File: config.mk
export PLATFORM = sky130hd
export DESIGN_NAME = dual_ultrasonic_ranger
export DESIGN_NICKNAME = d
export VERILOG_FILES = /design/src/rtl/core/dur_pkg.sv /design/src/rtl/core/dur_step.sv /design/src/rtl/core/dual_ultrasonic_ranger.sv
export SDC_FILE = /design/constraint.sdc
export NUM_CORES = 1
export LEC_CHECK = 0
export ABC_AREA = 1
export ABC_CLOCK_PERIOD_IN_PS = 14800
export BUFFER_PORTS_ARGS = -buffer_cell sky130_fd_sc_hd__buf_2
export CORE_MARGIN = 2
export CORE_UTILIZATION = 47
export CTS_BUF_LIST = sky130_fd_sc_hd__clkbuf_8
export CTS_CLUSTER_DIAMETER = 50
export CTS_CLUSTER_SIZE = 16
export DETAILED_ROUTE_END_ITERATION = 10
export HOLD_SLACK_MARGIN = 0.02
export PLACE_DENSITY = 0.63
export SETUP_SLACK_MARGIN = 0.2
export SYNTH_ARGS = -nofsm -noshare
export SYNTH_HDL_FRONTEND = slang
export SYNTH_HIERARCHICAL = 1
export SYNTH_SLANG_ARGS = --single-unit
File: constraint.sdc
create_clock -name clk -period 14.8 [get_ports clk]
set_input_delay 1.48 -clock clk [delete_from_list [all_inputs] [get_ports clk]]
set_output_delay 1.48 -clock clk [all_outputs]
set_load 0.02 [all_outputs]
File: src/rtl/core/dur_pkg.sv
// ----------------------------------------------------------------------------
// dur_pkg
// Shared types, constants and the echo width to distance conversion for the
// dual ultrasonic ranger.
// ----------------------------------------------------------------------------
`default_nettype none

package dur_pkg;

    localparam int COUNT_WIDTH = 20;
    localparam int TRIG_W      = 8;
    localparam int TIMEOUT_W   = 20;
    localparam int CMP_W       = (COUNT_WIDTH > TIMEOUT_W) ? COUNT_WIDTH : TIMEOUT_W;
    localparam int DIST_W      = 10;
    localparam int COMB_W      = 20;
    localparam int CFG_IDX_W   = 2;
    localparam int CFG_DATA_W  = 20;

    localparam logic [COUNT_WIDTH-1:0] CNT_MAX = {COUNT_WIDTH{1'b1}};

    // distance = floor(width / 58), clamped
    localparam int CM_DIVISOR = 58;
    localparam int CM_MAX     = 999;
    localparam int CM_SCALE   = 1000;
    localparam int CM_LIMIT   = CM_DIVISOR * (CM_MAX + 1);
    localparam int LIM_W      = 16;
    localparam int CM_SHIFT   = 20;
    localparam int CM_RECIP   = ((1 << CM_SHIFT) + CM_DIVISOR - 1) / CM_DIVISOR;
    localparam int RECIP_W    = 15;

    localparam logic [TRIG_W-1:0]    TRIG_RESET = 8'd10;
    localparam logic [TIMEOUT_W-1:0] RISE_RESET = 20'd100000;
    localparam logic [TIMEOUT_W-1:0] FALL_RESET = 20'd1000000;

    typedef enum logic [CFG_IDX_W-1:0] {
        REG_TRIGGER_TICKS = 2'd0,
        REG_RISE_TIMEOUT  = 2'd1,
        REG_FALL_TIMEOUT  = 2'd2
    } dur_reg_t;

    // stream layout
    localparam int IN_W          = 8;
    localparam int IN_START_BIT  = 0;
    localparam int IN_ECHO_A_BIT = 1;
    localparam int IN_ECHO_B_BIT = 2;

    localparam int OUT_W         = 48;
    localparam int OUT_TRIG_A    = 0;
    localparam int OUT_TRIG_B    = 1;
    localparam int OUT_BUSY      = 2;
    localparam int OUT_DONE      = 3;
    localparam int OUT_DIST_A    = 4;
    localparam int OUT_DIST_B    = OUT_DIST_A + DIST_W;
    localparam int OUT_COMB      = OUT_DIST_B + DIST_W;
    localparam int OUT_USED      = OUT_COMB + COMB_W;

    typedef enum logic [2:0] {
        PH_IDLE   = 3'd0,
        PH_TRIG_A = 3'd1,
        PH_WAIT_A = 3'd2,
        PH_MEAS_A = 3'd3,
        PH_TRIG_B = 3'd4,
        PH_WAIT_B = 3'd5,
        PH_MEAS_B = 3'd6
    } dur_phase_t;

    typedef struct packed {
        logic [TRIG_W-1:0]    trigger_ticks;
        logic [TIMEOUT_W-1:0] rise_timeout;
        logic [TIMEOUT_W-1:0] fall_timeout;
    } dur_cfg_t;

    typedef struct packed {
        logic start_request;
        logic echo_a;
        logic echo_b;
    } dur_item_t;

    typedef struct packed {
        logic              trigger_a;
        logic              trigger_b;
        logic              busy_res;
        logic              done_res;
        logic [DIST_W-1:0] distance_a;
        logic [DIST_W-1:0] distance_b;
        logic [COMB_W-1:0] combined_reading;
    } dur_res_t;

    function automatic logic [DIST_W-1:0] width_to_cm(input logic [COUNT_WIDTH-1:0] w);
        logic [LIM_W+RECIP_W-1:0] prod;
        prod = LIM_W'(w) * RECIP_W'(CM_RECIP);
        if (w >= COUNT_WIDTH'(CM_LIMIT))
            return DIST_W'(CM_MAX);
        else
            return prod[CM_SHIFT +: DIST_W];
    endfunction

endpackage

`default_nettype wire

File: src/rtl/core/dur_step.sv
// ----------------------------------------------------------------------------
// dur_step
// One tick of the ranging sequence: next phase, counter and stored distance,
// and the result for this tick.
// ----------------------------------------------------------------------------
`default_nettype none

module dur_step (
    input  dur_pkg::dur_phase_t             phase,
    input  logic [dur_pkg::COUNT_WIDTH-1:0] count,
    input  logic [dur_pkg::DIST_W-1:0]      first_distance,
    input  dur_pkg::dur_cfg_t               cfg,
    input  dur_pkg::dur_item_t              item,
    output dur_pkg::dur_phase_t             phase_next,
    output logic [dur_pkg::COUNT_WIDTH-1:0] count_next,
    output logic [dur_pkg::DIST_W-1:0]      first_distance_next,
    output dur_pkg::dur_res_t               res
);
    import dur_pkg::*;

    logic                   side_a;
    logic                   echo;
    logic [COUNT_WIDTH-1:0] cnt_inc;
    logic [COUNT_WIDTH-1:0] meas_cnt;
    logic [COUNT_WIDTH-1:0] width;
    logic                   meas_hit;
    logic [DIST_W-1:0]      cm_meas;
    logic                   end_now;
    logic [DIST_W-1:0]      end_cm;
    logic                   done;
    logic [COMB_W-1:0]      comb;

    assign side_a   = (phase == PH_TRIG_A) || (phase == PH_WAIT_A) || (phase == PH_MEAS_A);
    assign echo     = side_a ? item.echo_a : item.echo_b;
    assign cnt_inc  = (count == CNT_MAX) ? count : count + 1'b1;
    assign meas_cnt = ((phase == PH_WAIT_A) || (phase == PH_WAIT_B))
                      ? COUNT_WIDTH'(1) : cnt_inc;
    assign meas_hit = (CMP_W'(meas_cnt) >= CMP_W'(cfg.fall_timeout)) || (meas_cnt == CNT_MAX);
    assign width    = (((phase == PH_MEAS_A) || (phase == PH_MEAS_B)) && !echo)
                      ? count : meas_cnt;
    assign cm_meas  = width_to_cm(width);

    // next state
    always_comb
    begin
        phase_next          = phase;
        count_next          = count;
        first_distance_next = first_distance;
        end_now             = 1'b0;
        end_cm              = cm_meas;
        unique case (phase)
            PH_IDLE:
            begin
                if (item.start_request)
                begin
                    phase_next = PH_TRIG_A;
                    count_next = '0;
                end
            end
            PH_TRIG_A, PH_TRIG_B:
            begin
                count_next = cnt_inc;
                if (cnt_inc >= COUNT_WIDTH'(cfg.trigger_ticks))
                begin
                    phase_next = (phase == PH_TRIG_A) ? PH_WAIT_A : PH_WAIT_B;
                    count_next = '0;
                end
            end
            PH_WAIT_A, PH_WAIT_B:
            begin
                if (echo)
                begin
                    phase_next = (phase == PH_WAIT_A) ? PH_MEAS_A : PH_MEAS_B;
                    count_next = meas_cnt;
                    end_now    = meas_hit;
                end
                else
                begin
                    count_next = cnt_inc;
                    end_cm     = DIST_W'(CM_MAX);
                    end_now    = (CMP_W'(cnt_inc) >= CMP_W'(cfg.rise_timeout))
                                 || (cnt_inc == CNT_MAX);
                end
            end
            PH_MEAS_A, PH_MEAS_B:
            begin
                count_next = cnt_inc;
                end_now    = !echo || meas_hit;
            end
            default:
            begin
                phase_next = PH_IDLE;
                count_next = '0;
            end
        endcase

        if (end_now)
        begin
            count_next = '0;
            if (side_a)
            begin
                first_distance_next = end_cm;
                phase_next          = PH_TRIG_B;
            end
            else
            begin
                phase_next = PH_IDLE;
            end
        end
    end

    // result
    assign done = end_now && !side_a;
    assign comb = COMB_W'(first_distance * COMB_W'(CM_SCALE)) + COMB_W'(end_cm);

    always_comb
    begin
        res.trigger_a        = (phase_next == PH_TRIG_A);
        res.trigger_b        = (phase_next == PH_TRIG_B);
        res.busy_res         = (phase_next != PH_IDLE);
        res.done_res         = done;
        res.distance_a       = done ? first_distance : '0;
        res.distance_b       = done ? end_cm : '0;
        res.combined_reading = done ? comb : '0;
    end

endmodule

`default_nettype wire

File: src/rtl/core/dual_ultrasonic_ranger.sv
// ----------------------------------------------------------------------------
// dual_ultrasonic_ranger
// Two-sensor echo-pulse ranger driven by a stream of 1 us ticks.
//
// Input stream s_*: one transaction per tick; s_tdata carries start_request,
// echo_a and echo_b. Output stream m_*: one transaction per input tick with
// trigger levels, busy, done and, on the done tick, both distances in cm and
// the combined reading distance_a*1000 + distance_b.
// Configuration: cfg_we with cfg_index 0/1/2 writes trigger_ticks,
// rise_timeout, fall_timeout; write only while no tick is in flight.
// Path: a tick in the input register goes through dur_step into the result
// register, which drives m_*. Throughput: one tick per cycle while not stalled;
// the phase/counter update is combinational logic between the two registers.
// Reset: phase idle, counter and stored distance cleared, registers at their
// defaults (10, 100000, 1000000), both stream stages empty.
// Stall: while m_tready is low the result holds; an empty input register still
// takes one more tick, after which s_tready drops until the result is taken.
// ----------------------------------------------------------------------------
`default_nettype none

module dual_ultrasonic_ranger (
    input  logic                              clk,
    input  logic                              rst_n,
    input  logic                              s_tvalid,
    output logic                              s_tready,
    input  logic [dur_pkg::IN_W-1:0]          s_tdata,   // start_request, echo_a, echo_b
    output logic                              m_tvalid,
    input  logic                              m_tready,
    output logic [dur_pkg::OUT_W-1:0]         m_tdata,   // trigger_a, trigger_b, busy_res,
                                                         // done_res, distance_a[9:0],
                                                         // distance_b[9:0],
                                                         // combined_reading[19:0]
    input  logic                              cfg_we,
    input  logic [dur_pkg::CFG_IDX_W-1:0]     cfg_index,
    input  logic [dur_pkg::CFG_DATA_W-1:0]    cfg_data
);
    import dur_pkg::*;

    logic                   in_valid_reg;
    dur_item_t              in_item_reg;
    logic                   out_valid_reg;
    dur_res_t               out_res_reg;
    dur_phase_t             phase_reg;
    dur_phase_t             phase_next;
    logic [COUNT_WIDTH-1:0] count_reg;
    logic [COUNT_WIDTH-1:0] count_next;
    logic [DIST_W-1:0]      first_reg;
    logic [DIST_W-1:0]      first_next;
    dur_cfg_t               cfg_reg;
    dur_res_t               res;
    logic                   advance;
    logic                   fire;

    assign advance  = !out_valid_reg || m_tready;
    assign fire     = in_valid_reg && advance;
    assign s_tready = !in_valid_reg || advance;

    dur_step u_step (
        .phase               (phase_reg),
        .count               (count_reg),
        .first_distance      (first_reg),
        .cfg                 (cfg_reg),
        .item                (in_item_reg),
        .phase_next          (phase_next),
        .count_next          (count_next),
        .first_distance_next (first_next),
        .res                 (res)
    );

    always_ff @(posedge clk or negedge rst_n)
    begin
        if (!rst_n)
        begin
            in_valid_reg  <= 1'b0;
            out_valid_reg <= 1'b0;
            phase_reg     <= PH_IDLE;
            count_reg     <= '0;
            first_reg     <= '0;
            cfg_reg       <= '{trigger_ticks: TRIG_RESET,
                               rise_timeout:  RISE_RESET,
                               fall_timeout:  FALL_RESET};
        end
        else
        begin
            if (s_tready)
                in_valid_reg <= s_tvalid;
            if (advance)
                out_valid_reg <= in_valid_reg;
            if (fire)
            begin
                phase_reg <= phase_next;
                count_reg <= count_next;
                first_reg <= first_next;
            end
            if (cfg_we)
            begin
                unique case (cfg_index)
                    REG_TRIGGER_TICKS: cfg_reg.trigger_ticks <= cfg_data[TRIG_W-1:0];
                    REG_RISE_TIMEOUT:  cfg_reg.rise_timeout  <= cfg_data[TIMEOUT_W-1:0];
                    REG_FALL_TIMEOUT:  cfg_reg.fall_timeout  <= cfg_data[TIMEOUT_W-1:0];
                    default:           ;
                endcase
            end
        end
    end

    always_ff @(posedge clk)
    begin
        if (s_tready && s_tvalid)
        begin
            in_item_reg.start_request <= s_tdata[IN_START_BIT];
            in_item_reg.echo_a        <= s_tdata[IN_ECHO_A_BIT];
            in_item_reg.echo_b        <= s_tdata[IN_ECHO_B_BIT];
        end
        if (fire)
            out_res_reg <= res;
    end

    assign m_tvalid = out_valid_reg;

    always_comb
    begin
        m_tdata                          = '0;
        m_tdata[OUT_TRIG_A]              = out_res_reg.trigger_a;
        m_tdata[OUT_TRIG_B]              = out_res_reg.trigger_b;
        m_tdata[OUT_BUSY]                = out_res_reg.busy_res;
        m_tdata[OUT_DONE]                = out_res_reg.done_res;
        m_tdata[OUT_DIST_A +: DIST_W]    = out_res_reg.distance_a;
        m_tdata[OUT_DIST_B +: DIST_W]    = out_res_reg.distance_b;
        m_tdata[OUT_COMB +: COMB_W]      = out_res_reg.combined_reading;
    end

endmodule

`default_nettype wire

==> results of run 1 <==
per-stage QoR:
| step | utilization (%) | setup WS, ns | cells | area (um^2) | total power, W |
|---|---|---|---|---|---|
| 4_1_cts | 51.07 | 4.908 | 2407 | 16070 | 0.002503 |
| 3_3_place_gp | 49.65 | 5.094 | 2375 | 15630 | 0.002106 |
| 6_report | 51.07 | 4.815 | 2407 | 16070 | 0.002482 |
| 3_5_place_dp | 49.65 | 4.937 | 2375 | 15630 | 0.002136 |
| 2_1_floorplan | - | 6.039 | 1944 | 15020 | 0.001736 |
| 5_1_grt | 51.07 | 3.974 | 2407 | 16070 | 0.002777 |
final timing paths:
kind | cells past startpoint | start | slack (ns) | end
worst min register to register | 2 | cfg_reg[43] | 0.47 | cfg_reg[43]
worst max register to register | 48 | count_reg[0] | 4.81 | m_tdata[41]
max in group asynchronous | 2 | rst_n | 12.81 | count_reg[1]
worst min-delay path | 2 | cfg_reg[43] | 0.47 | cfg_reg[43]
worst max-delay path | 48 | count_reg[0] | 4.81 | m_tdata[41]
min in group asynchronous | 1 | rst_n | 0.93 | cfg_reg[37]
power groups by stage:
stage	clock network (W)	registers, W	logic [W]
6_report	0.000347	0.000501	0.00163
3_3_place_gp	0	0.000507	0.00160
5_1_grt	0.000366	0.000512	0.00190
3_5_place_dp	0	0.000509	0.00163
2_1_floorplan	0	0.000516	0.00122
4_1_cts	0.000354	0.000502	0.00165
final cells by class:
cell class / count / area (um^2) / share of cell area (%)
Clock buffer: 19 / 261.5 / 1.627
Clock inverter: 13 / 183.9 / 1.144
Inverter: 340 / 1276 / 7.940
Multi-Input combinational cell: 1422 / 9918 / 61.71
Sequential cell: 130 / 3507 / 21.82
Tap cell: 402 / 503.0 / 3.129
Timing Repair Buffer: 81 / 422.9 / 2.631
placed cells by master (no fill, tap or decap), types with 3 or more instances in the layout:
master	count
a31oi_1	3
o21a_1	4
nand2_1	456
a21oi_1	86
a2111oi_0	3
o21ai_2	6
inv_1	333
edfxtp_1	47
nand3_1	102
o21ai_0	31
nor3_1	22
and2_1	5
nand3b_1	7
inv_2	7
o21ai_1	12
nand2_2	14
buf_4	7
nor4_1	9
xor2_1	46
conb_1	4
a31o_2	6
nor2_4	4
a21boi_0	3
bufinv_16	4
fa_1	96
o21bai_1	9
clkbuf_8	19
a211oi_1	5
buf_2	74
ha_1	210
nor2_1	174
nor2_2	5
dfrtp_1	68
dfstp_2	15
nand4_1	66
clkinv_4	3
xnor2_1	15
cell families after synthesis:
family / Yosys count / synth area share [%]
AO/OA/AOI/OAI: 182 / 7.154
XOR/XNOR: 61 / 3.560
AND/OR/NAND/NOR: 869 / 24.95
buffers and inverters: 392 / 10.63
flip-flops: 130 / 23.37
adder cells (fa/ha/maj): 306 / 30.32
other: 1 / 0.02499
worst min-delay path, cell delays in order (launching register included):
cell     delay [ns]
dfstp_2        0.38
nand2_1        0.05
nand2_1        0.04
routing by layer:
layer  track usage [%]  wire length (um)
met3             3.033              1472
met4             7.129               830
met5                 0                 0
met1             31.85             17740
met2             39.86             17720
==> results.toml, run 1 <==
[cts]
post_cts_buffers = 0
cts.sinks = 130
cts_buffers = 17
cts_tree = "done"
htreeDepth = 4
cts_resized = 0
cts_root_buf = "clkbuf_8"
hold_buffers = 0
clk_latency_ns = 0.48
clkTransAtPathRegs_ns = 0.08
clk_path_buf_depth = 2

[critical_path]
end_kind = "register"
path_common_cell = "nand2_1"
required_ns = 15.01
critical_path_peak_fanout = 19
slowest_stage = "o21ai_0"
crit_path_max_incr_delay_ns = 0.55
cp.arrival_ns = 10.20
path_class = "register to register"
cp-start-kind = "register"
path_delay_family = "adder cells"
crit_buf_inv = 8

[power]
ir_worst_vdd_mv = 0.1120
p_leak_nw = 9.015
comb_power_share_pct = 65.8
p_switching_w = 0.001276
internal-power_w = 0.001205
swShare_pct = 51.43
seqPwrFrac_pct = 20.2
clockPowerShare_pct = 14.0
power_density_mw_per_mm2 = 154.4

[yosys]
synth.top_cells.by_area = "ha_1, fa_1, nand2_1"
ys_types = 55
synthMostInstantiatedCell = "nand2_1"
yosys_warnings = 6
syn_avg_cell_area_um2 = 7.732
postSynthCellCount = 1941
syn_area_mm2 = 0.01501
synth-seq-cells = 130
yosysTopAreaCellShare_pct = 17.51
synth-edff-count = 47
yosys.area.top_type = "ha_1"
synthFlopType = "dfrtp_1"
ys_top_cells_by_count = "nand2_1, inv_1, ha_1, nor2_1, nand3_1"
ys_seq_area_share_pct = 23.37
async_flop_share_pct = 63.85

[global_route]
grt_pass1_vias = 12484
track_usage_pct = 23.66
grt_max_degree = 54
overflow = 0
grt_first_pass_wirelength_mm = 62.95
antenna_found_initial = 0

[layout]
largest_reg_flops = 48
antenna_cells = 0
syn2layout_area_growth_pct = 7.103
drive_gt1_share_pct = 8.778
final_nets = 2333
fillers = 3133

[sta]
rsz0062_at_grt = "false"
fin_tns_setup_ns = 0
drv_slew = 0
fmax_mhz = 100.1
min_period_over_period_pct = 67.47
whs_ns = 0.4660
setup_viol_count_final = 0
worst-slew-pin-transition_ns = 0.9414
slew_headroom_pct = 37.05
hold_violations = 0
fin_crit_ns = 9.985
fin_skew_ns = 0.01452

[floorplan]
dieArea_mm2 = 0.03338
rows = 65
die-height_um = 182.7
die_x_um = 182.7
start_util_pct = 47.68
coreArea_mm2 = 0.03147
io_pins = 85

[job]
cap_violations = 0

[hold_path]
worstHoldPathType = "register to register"

[placed_design]
io_buffers = 75
place_congestion = 0.9507
hpwl_mm = 29.77

[route]
post_drt_via_cell_ratio = 5.243
ant_nets = 0
drt-total-wl_mm = 37.77
drtPass1Iterations = 5
post-route-drc-count = 0
drtIter0Drc = 972
wl_per_cell_um = 15.69
vias = 12621

[outcome]
status = "finished, final reports clean"
No activity file was read; power rests on OpenSTA's default activity.
==> run 2: changes to the inputs <==
--- a/config.mk
+++ b/config.mk
@@ -5,8 +5,8 @@
 export SDC_FILE = /design/constraint.sdc
 export NUM_CORES = 1
 export LEC_CHECK = 0
-export ABC_AREA = 1
-export ABC_CLOCK_PERIOD_IN_PS = 14800
+export ABC_AREA = 0
+export ABC_CLOCK_PERIOD_IN_PS = 9100
 export BUFFER_PORTS_ARGS = -buffer_cell sky130_fd_sc_hd__buf_2
 export CORE_MARGIN = 2
 export CORE_UTILIZATION = 47
@@ -15,7 +15,7 @@
 export CTS_CLUSTER_SIZE = 16
 export DETAILED_ROUTE_END_ITERATION = 10
 export HOLD_SLACK_MARGIN = 0.02
-export PLACE_DENSITY = 0.63
+export PLACE_DENSITY = 0.66
 export SETUP_SLACK_MARGIN = 0.2
 export SYNTH_ARGS = -nofsm -noshare
 export SYNTH_HDL_FRONTEND = slang
==> constraint.sdc (replaced) <==
create_clock -name clk -period 9.1 [get_ports clk]
set_input_delay 0.91 -clock clk [delete_from_list [all_inputs] [get_ports clk]]
set_output_delay 0.91 -clock clk [all_outputs]
set_load 0.02 [all_outputs]
==> results.toml, run 2 <==
[outcome]
status = "finished, final reports clean"

[route]
ant_nets = 0
drt-total-wl_mm = 38.84
vias = 12141
post_drt_via_cell_ratio = 5.577
drtIter0Drc = 799
post-route-drc-count = 0
wl_per_cell_um = 17.84
drtPass1Iterations = 5

[layout]
final_cell_mix = "inv_1, ha_1, buf_4"
final_nets = 2109
largest_reg_flops = 48
syn2layout_area_growth_pct = 20.25
fin_area_mm2 = 0.01774
layout_commonest_cell = "inv_1"
antenna_cells = 0
drive_gt1_share_pct = 29.31

[sta]
min_period_over_period_pct = 97.69
drv_slew = 0
worst-slew-pin-transition_ns = 1.217
fmax_mhz = 112.5
setup_viol_count_final = 0
slew_headroom_pct = 18.47
rsz0062_at_grt = "true"
fin_skew_ns = 0.02267
fin_tns_setup_ns = 0
worst_slack_ns = 0.2105
hold_violations = 0
fin_crit_ns = 8.890

[floorplan]
die-height_um = 181.2
start_util_pct = 47.97
dieArea_mm2 = 0.03282
coreArea_mm2 = 0.03075
io_pins = 85
die_x_um = 181.2
rows = 64

[cts]
cts_root_buf = "clkbuf_8"
htreeDepth = 4
clkTransAtPathRegs_ns = 0.10
clk_latency_ns = 0.46
clk_path_buf_depth = 2
cts_buffers = 17
cts.sinks = 130
cts_tree = "done"

[critical_path]
r2r_cells = 43
crit_buf_inv = 11
path_class = "register to register"
cp-start-kind = "register"
critical_path_peak_fanout = 3
r2r_slack_ns = 0.21
slowest_stage = "fa_1"
required_ns = 9.30
cp.arrival_ns = 9.09
path_common_cell = "inv_2"
r2r_start = "count_reg[3]"
path_delay_family = "adder cells"
crit_path_max_incr_delay_ns = 0.55
r2r_end = "m_tdata[41]"
startpoint = "count_reg[3]"
end_kind = "register"

[yosys]
syn_avg_cell_area_um2 = 9.635
synth-edff-count = 47
synth-seq-cells = 130
synthMostInstantiatedCell = "inv_1"
yosys.area.top_type = "ha_1"
ys_types = 86
yosysTopAreaCellShare_pct = 17.81
ys_seq_area_share_pct = 23.77
postSynthCellCount = 1531
ys_top_cells_by_count = "inv_1, ha_1, fa_1, mux2_2, nor2_1"
synthFlopType = "dfrtp_1"
yosys_warnings = 6
async_flop_share_pct = 63.85
synth.top_cells.by_area = "ha_1, fa_1, dfrtp_1"
syn_area_mm2 = 0.01475

[job]
cap_violations = 0

[placed_design]
place_area_mm2 = 0.01671
dp_slack_ns = -0.2053
hpwl_mm = 30.53
place_congestion = 0.9495
io_buffers = 75

[global_route]
grt_first_pass_wirelength_mm = 63.33
overflow = 0
grt_pass1_vias = 12390
antenna_found_initial = 0
grt_max_degree = 73
track_usage_pct = 23.96

[hold_path]
worstHoldPathType = "primary input to async pin"

[power]
ir_worst_vdd_mv = 0.1424
power_density_mw_per_mm2 = 245.7
p_leak_nw = 9.371
run 2: cell types whose count changed in the layout (fill, tap and decap cells not counted), sizes merged, moves of 72 or more:
| cell | delta |
|---|---|
| buf | +192 |
| inv | -123 |
| mux2 | +92 |
| nand2 | -405 |
| nand3 | -72 |
| nor2 | -93 |
run 2: layout make-up:
type                    instances  area [um^2]
well taps                     396        495.5
flip-flops and latches        130         3510
clock inverters                15        183.9
clock buffers                  17        234.0
repair buffers                273         1879
multi-input cells            1132        10630
fillers                      2691        13010
inverters                     214        805.8
run 2: logic make-up (layout without fill, tap and decap cells):
| group | Yosys count | after routing | share of synthesized area, % |
|---|---|---|---|
| adders and majority gates | 309 | 309 | 31.05 |
| xor gates and xnor gates | 64 | 64 | 3.893 |
| other | 1 | 4 | 0.02542 |
| AOI/OAI and AO/OA | 294 | 294 | 13.27 |
| and+or+nand+nor | 363 | 363 | 12.99 |
| buffers and inverters | 272 | 519 | 7.532 |
| muxes | 98 | 98 | 7.455 |
| DFF | 130 | 130 | 23.77 |
run 2: what timing repair did:
action                                  CTS  global route
buffers inserted                         16            11
hold buffers                              0             0
pin swaps                                37            45
resized for setup                        53            43
endpoints found under the setup margin    8            11
run 2: worst max-delay path by stage:
stage / to / depth (start not counted)
after global placement: m_tdata[43] / 41
after detailed placement: m_tdata[43] / 41
final: m_tdata[41] / 43
after CTS: m_tdata[43] / 42
after global routing: m_tdata[43] / 42
after floorplan: m_tdata[43] / 41
run 2: where the power goes:
part           internal (W)  switching, W  total (W)
logic               0.00129       0.00172    0.00301
clock network      0.000274      0.000262   0.000536
registers          0.000721     0.0000961   0.000817
run 2: layer usage:
metal / vias up / global-route usage [%] / part of all wire, %
met1: 5887 / 31.21 / 45
met5: - / 0 / 0
li1: 5847 / - / -
met3: 75 / 2.802 / 3.7
met2: 332 / 40.90 / 48
met4: 0 / 9.106 / 3.4
run 2: per-stage QoR:
step                      hold WS (ns)  cells  utilization [%]  total power [W]
final                           0.2670   2177            57.69         0.004358
after global routing            0.2529   2177            57.69         0.004820
after CTS                       0.2480   2166            56.78         0.004243
after detailed placement        0.4948   2118            54.36         0.003637
after global placement          0.4899   2118            54.36         0.003549
after floorplan                 0.4738   1534                -         0.002810
